## config.mk

```make
export PLATFORM = sky130hd
export DESIGN_NAME = mbrot_div
export DESIGN_NICKNAME = d
export VERILOG_FILES = /design/src/rtl/core/mbrot_pkg.sv /design/src/rtl/core/mbrot_div.sv
export SDC_FILE = /design/constraint.sdc
export NUM_CORES = 1
export LEC_CHECK = 0
export BUFFER_PORTS_ARGS = -buffer_cell sky130_fd_sc_hd__buf_2
export CAP_MARGIN = 10
export CORE_ASPECT_RATIO = 0.7
export CORE_UTILIZATION = 55
export CTS_BUF_LIST = sky130_fd_sc_hd__clkbuf_8
export CTS_CLUSTER_DIAMETER = 150
export CTS_CLUSTER_SIZE = 30
export DETAILED_ROUTE_END_ITERATION = 10
export PLACE_DENSITY = 0.8
export SYNTH_ARGS = -nofsm -noshare
export SYNTH_HDL_FRONTEND = slang
export SYNTH_SLANG_ARGS = --single-unit
```

## constraint.sdc

```tcl
create_clock -name clk -period 3.5 [get_ports clk]
set_input_delay 0.7 -clock clk [delete_from_list [all_inputs] [get_ports clk]]
set_output_delay 0.7 -clock clk [all_outputs]
set_load 0.02 [all_outputs]
```

## src/rtl/core/mbrot_pkg.sv

```systemverilog
package mbrot_pkg;

  // Fixed-point format of c and z: signed Q4.FRAC_BITS.
  localparam int FRAC_BITS = 28;
  localparam int Z_W       = FRAC_BITS + 4;
  localparam int P_W       = 2 * Z_W;

  // Item and configuration field widths.
  localparam int POS_W     = 12;
  localparam int SIDE_W    = 13;
  localparam int ITER_W    = 16;
  localparam int INT_W     = 8;
  localparam int CFG_W     = 16;
  localparam int CFG_IDX_W = 2;
  localparam int MAX_SIDE  = 4096;

  // Shared restoring divider: for the plane mapping the dividend is pos*3 followed by FRAC_BITS zeros.
  localparam int POS3_W     = POS_W + 2;
  localparam int DIV_DVD_W  = POS3_W + FRAC_BITS;
  localparam int DIV_DSR_W  = ITER_W;
  localparam int DIV_CNT_W  = $clog2(DIV_DVD_W);
  localparam int INT_NUM_W  = ITER_W + INT_W;

  // Configuration register indexes.
  localparam logic [CFG_IDX_W-1:0] CFG_IMAGE_WIDTH    = 2'd0;
  localparam logic [CFG_IDX_W-1:0] CFG_IMAGE_HEIGHT   = 2'd1;
  localparam logic [CFG_IDX_W-1:0] CFG_MAX_ITERATIONS = 2'd2;

  // Reset values of the configuration registers.
  localparam logic [SIDE_W-1:0] RST_IMAGE_WIDTH    = 13'd640;
  localparam logic [SIDE_W-1:0] RST_IMAGE_HEIGHT   = 13'd480;
  localparam logic [ITER_W-1:0] RST_MAX_ITERATIONS = 16'd256;

  // Plane origin of each axis and the squared escape radius.
  localparam logic signed [Z_W-1:0] RE_START = Z_W'(-(longint'(2) << FRAC_BITS));
  localparam logic signed [Z_W-1:0] IM_START = Z_W'(-(longint'(3) << (FRAC_BITS - 1)));
  localparam logic [P_W-1:0]        FOUR_SQ  = P_W'(longint'(4) << (2 * FRAC_BITS));

  // Request to the shared divider.
  typedef struct packed {
    logic                 start;
    logic [DIV_DVD_W-1:0] dividend;
    logic [DIV_DSR_W-1:0] divisor;
  } div_req_t;

  typedef enum logic [2:0] {
    ST_IDLE,
    ST_DIV_RE,
    ST_DIV_IM,
    ST_ITER_ADD,
    ST_ITER_MUL,
    ST_DIV_INT,
    ST_FINISH
  } state_t;

endpackage

```

## src/rtl/core/mbrot_div.sv

```systemverilog
module mbrot_div
  import mbrot_pkg::*;
(
  input  logic                 clk,
  input  logic                 rst_n,
  input  div_req_t             req,
  output logic                 done,
  output logic [DIV_DVD_W-1:0] quotient
);

  logic                 busy_r, busy_nxt;
  logic                 done_r, done_nxt;
  logic [DIV_CNT_W-1:0] cnt_r, cnt_nxt;
  logic [DIV_DSR_W-1:0] rem_r, rem_nxt;
  logic [DIV_DSR_W-1:0] dsr_r, dsr_nxt;
  logic [DIV_DVD_W-1:0] quo_r, quo_nxt;
  logic [DIV_DSR_W:0]   trial;
  logic [DIV_DSR_W:0]   diff;
  logic                 fits;

  // One quotient bit per cycle: shift in the next dividend bit and try to subtract.
  assign trial = {rem_r, quo_r[DIV_DVD_W-1]};
  assign diff  = trial - {1'b0, dsr_r};
  assign fits  = !diff[DIV_DSR_W];

  always_comb begin
    busy_nxt = busy_r;
    done_nxt = 1'b0;
    cnt_nxt  = cnt_r;
    rem_nxt  = rem_r;
    dsr_nxt  = dsr_r;
    quo_nxt  = quo_r;
    if (busy_r) begin
      rem_nxt = fits ? diff[DIV_DSR_W-1:0] : trial[DIV_DSR_W-1:0];
      quo_nxt = {quo_r[DIV_DVD_W-2:0], fits};
      cnt_nxt = cnt_r - 1'b1;
      if (cnt_r == '0) begin
        busy_nxt = 1'b0;
        done_nxt = 1'b1;
      end
    end else if (req.start) begin
      busy_nxt = 1'b1;
      cnt_nxt  = DIV_CNT_W'(DIV_DVD_W - 1);
      rem_nxt  = '0;
      dsr_nxt  = req.divisor;
      quo_nxt  = req.dividend;
    end
  end

  // Control state.
  always_ff @(posedge clk) begin
    if (!rst_n) begin
      busy_r <= 1'b0;
      done_r <= 1'b0;
    end else begin
      busy_r <= busy_nxt;
      done_r <= done_nxt;
    end
  end

  // Datapath.
  always_ff @(posedge clk) begin
    cnt_r <= cnt_nxt;
    rem_r <= rem_nxt;
    dsr_r <= dsr_nxt;
    quo_r <= quo_nxt;
  end

  assign done     = done_r;
  assign quotient = quo_r;

`ifndef SYNTHESIS
  a_done_after_busy: assert property (@(posedge clk) disable iff (!rst_n)
    done_r |-> ($past(busy_r) && !busy_r))
    else $error("divider done without a finished run");
`endif

endmodule

```

==> results <==
- The data arrival time of the critical path is about 3200 ps.
- TritonCTS built the clock tree.
- Sorting the synthesized cells by how often they occur yields 80 x sky130_fd_sc_hd__edfxtp_1, 42 x sky130_fd_sc_hd__mux2_2, 24 x sky130_fd_sc_hd__inv_1.
- The run finished with clean final reports.
- Across all register-to-register paths, the minimum setup slack is 440 ps.
- The clock root buffer is sky130_fd_sc_hd__clkbuf_8.
- The worst setup path is captured at a register.
- The core region area is 0.00729 sq mm.
- The net count of the finished layout is 495.
- For this run, design rule violations remaining after detail routing come to 0.
- The capture endpoint of the worst hold path is dsr_r[12]$_DFFE_PP_.
- Setup total negative slack on the finished layout was measured at 0 ps.
- The filler cell count is 547.
- In this run the static leakage power is 0.00213 uW.
- In this run the most critical hold path is launched from req[12].
- Of all nets on the critical path, the largest fanout is 21.
- Cells with a size suffix above 1 make up around 40% of the layout.
- No sink is reached through more buffers than the 2 on the longest clock path.
- The average instance area after synthesis is 13.4 sq um.
- The number of hold buffers added after CTS was 0.
- Synthesis produced a netlist with a net count of 388.
- The height of the die is about 75 um.
- The ratio of routed vias to standard cells is 5.34.
- Hold timing on the final database bottoms out at a slack of 517 ps.
- The total count of hold-check failures in the final report was 0.
- The final worst clock skew is 10.9 ps.
- Across every metal layer, demand over resource in global routing totals 22.3%.
- Entering global routing, the biggest net connects 55 pins.
- The worst slew margin relative to its limit is roughly three fifths.
- The number of violations of the max-capacitance limit is 0.
- For this configuration, the core starts out at a cell density of 56.8%.
- OpenSTA, run right after detailed placement, puts the worst setup slack at 440 ps.
- In the post-synthesis netlist, the cell with the most instances is sky130_fd_sc_hd__edfxtp_1.
- By area the synthesized netlist is led by sky130_fd_sc_hd__edfxtp_1 58%, sky130_fd_sc_hd__mux2_2 11%, sky130_fd_sc_hd__ha_1 5.4%.
- In this run, synthesis produced a sequential element count of 82.
- The total global routing overflow is 0.
- The count of pins over their slew limit is 0.
- The depth of the worst hold-timing path is 1.
- The cell taking the most area after synthesis is sky130_fd_sc_hd__edfxtp_1.
- The post-route antenna net violation count is 0.
- CTS built an H-tree with a depth of 3.
- The slack of the critical path is 435 ps.
- At the pin with the least slew margin, the transition time is 618 ps.
- In the synthesized netlist the dominant register cell turns out to be sky130_fd_sc_hd__edfxtp_1.
- The die boundary width is 106 um.
- The repair_antennas step left the layout with diodes totalling 0.
- The global-route wire length before repair is 13,200 um.
- Summed over its instances, the top area cell type makes up 58.0% of the synthesized netlist area.
- Clock-pin slew was measured on the worst setup and hold paths at about 80 ps.
- The number of rows created at floorplan is 26.
- The routability congestion estimate is 0.841.
- Synthesis handed over a netlist of roughly 310 instances.
- The startpoint kind of the worst setup timing path is a register.
- The detailed placement HPWL is 5670 um.
- The final wirelength is between 8000 and 9000 um.
- Setup violations remaining at the end of the flow were counted as 0.
- The endpoint identified for the worst register-to-register timing path is rem_r[1]$_SDFFCE_PN0P_.
- The post-cts gate resize count is 0.
- The start-to-end type of the worst setup path is register to register.
- The number of cell instances on the worst register-to-register path is 10.
- The number of buffers created by CTS is 9.
- The worst endpoint required time is around 3600 ps.
- Setup repair after global routing left no endpoint under its margin.
- The clock period minus final worst setup slack is a little over 3000 ps.
- Yosys mapped a number of flops with a built-in enable equal to 80.
- The number of global-route vias before repair is 2,731.
- The flip-flop and latch area is 0.00244 sq mm.
- In this run the tool buffered the top-level ports with roughly 100 buffer cells.
- The number of warnings issued by yosys is 0.
- The number of clock sinks is 82.
- The maximum resistive drop on vdd is between 0.0003 and 0.0004 V.
- For this design the ratio of total power to cell area is 586 mW/mm^2.
- The cell area that synthesis handed to floorplanning was slightly above 0.004 sq mm.
- Static timing analysis puts the maximum clock frequency at 326 MHz.
- Compared with the post-synthesis result, the final layout area differs by 21.0%.
- In this run the post-CTS setup repair buffer count came out at 0.
- The count of cell types in the netlist is 44.
- The die covers 0.00788 sq mm.
- The share of the cycle needed by the critical path after routing is slightly below 90%.
- The later pin in the worst-skew pair is clocked with a latency of 360 ps.
- The startpoint of the worst-slack reg-to-reg timing path is quotient[41]$_DFFE_PP_.
- The first routing iteration left 143 violations.
- Dividing the detail-routed wire length by the instance count gives 16.0 um.
- The area of the multi-input gates is 0.00156 sq mm.
- The number of iterations in the first detailed-routing pass is 4.
- The type of the worst min-delay path is input port to register.
- The initial antenna violation count is 0.
- The register area share after synthesis is 59.0%.
- 104 I/O pins were placed.
- The total vias in the final route is 2,765.
- The async set-or-reset flop fraction in the synthesized netlist is 0%.
[flip-flops by register name (all words and copies together) (netlist names)]
register	flops
cnt_r	6
rem_r	16
busy_r	1
dsr_r	16
done	1
quotient	42
[cell families after synthesis]
family                   Yosys count  share of synthesized area (%)
AO/OA/AOI/OAI                     49                           8.13
XOR/XNOR                          16                           3.39
adder cells (fa/ha/maj)           19                           5.93
buffers and inverters             34                           3.30
flip-flops                        82                           59.0
multiplexers                      52                           13.8
AND/OR/NAND/NOR                   56                           6.41
[cells in the final DEF (no fill, tap or decap), types with 4 or more instances in the layout]
cell type and count:
sky130_fd_sc_hd__nor2_1 23, sky130_fd_sc_hd__ha_1 18, sky130_fd_sc_hd__mux2i_1 10, sky130_fd_sc_hd__nor3_1 4
sky130_fd_sc_hd__mux2_2 42, sky130_fd_sc_hd__o21ai_0 7, sky130_fd_sc_hd__a21oi_1 10, sky130_fd_sc_hd__xnor2_1 10
sky130_fd_sc_hd__buf_2 103, sky130_fd_sc_hd__edfxtp_1 80, sky130_fd_sc_hd__xor2_1 6, sky130_fd_sc_hd__inv_1 25
sky130_fd_sc_hd__a21o_1 4, sky130_fd_sc_hd__clkbuf_8 9, sky130_fd_sc_hd__nand2_1 12, sky130_fd_sc_hd__a211oi_1 4
[where the power goes]
part           internal, uW  total (uW)  switching [uW]  leakage [uW]
Combinational           358         820             462       0.00119
Sequential             1220        1280            58.6      0.000819
Clock                   475         834             358      0.000121
[cell type report]
cell class	count	share of cell area, %
sequential	82	48.8
tap	98	2.45
multi-input combinational	192	31.1
timing repair buffer	106	11.0
clock inverter	7	2.37
clock buffer	9	2.47
inverter	24	1.80
[worst max path at each step]
stage | from | end | slack (ps) | cells past startpoint
finish | quotient[41]$_DFFE_PP_ | rem_r[1]$_SDFFCE_PN0P_ | 440 | 10
global route | quotient[41]$_DFFE_PP_ | quotient[0]$_DFFE_PP_ | 190 | 10
global placement | quotient[41]$_DFFE_PP_ | rem_r[1]$_SDFFCE_PN0P_ | 590 | 10
detailed placement | quotient[41]$_DFFE_PP_ | rem_r[1]$_SDFFCE_PN0P_ | 440 | 10
floorplan | quotient[41]$_DFFE_PP_ | rem_r[10]$_SDFFCE_PN0P_ | 670 | 11
CTS | quotient[41]$_DFFE_PP_ | rem_r[1]$_SDFFCE_PN0P_ | 420 | 10
[critical path: stages (launching register included)]
cell and delay, ps:
sky130_fd_sc_hd__edfxtp_1 360, sky130_fd_sc_hd__inv_1 50, sky130_fd_sc_hd__ha_1 240, sky130_fd_sc_hd__fa_1 420, sky130_fd_sc_hd__nand2b_1 180, sky130_fd_sc_hd__a21oi_1 230
sky130_fd_sc_hd__nor3b_1 110, sky130_fd_sc_hd__o21ai_1 280, sky130_fd_sc_hd__mux2_2 590, sky130_fd_sc_hd__mux2i_1 190, sky130_fd_sc_hd__and2_1 170
[routing by layer]
layer  vias up  track usage (%)  part of all wire [%]
met5         -                0                     0
met4         0             5.86                  0.83
met3         9             6.40                   4.7
met2        82             37.7                    47
met1      1315             28.8                    47
li1       1359                -                     -
[stage by stage]
step	total power, uW	utilization [%]	cell area (sq um)	cells
2_1_floorplan	1920	-	4140	308
3_3_place_gp	2090	65.4	4770	502
3_5_place_dp	2110	65.4	4770	502
4_1_cts	2950	68.8	5010	518
5_1_grt	3080	68.8	5010	518
6_report	2930	68.8	5010	518
Note: power is estimated with default switching activity, not from simulation.
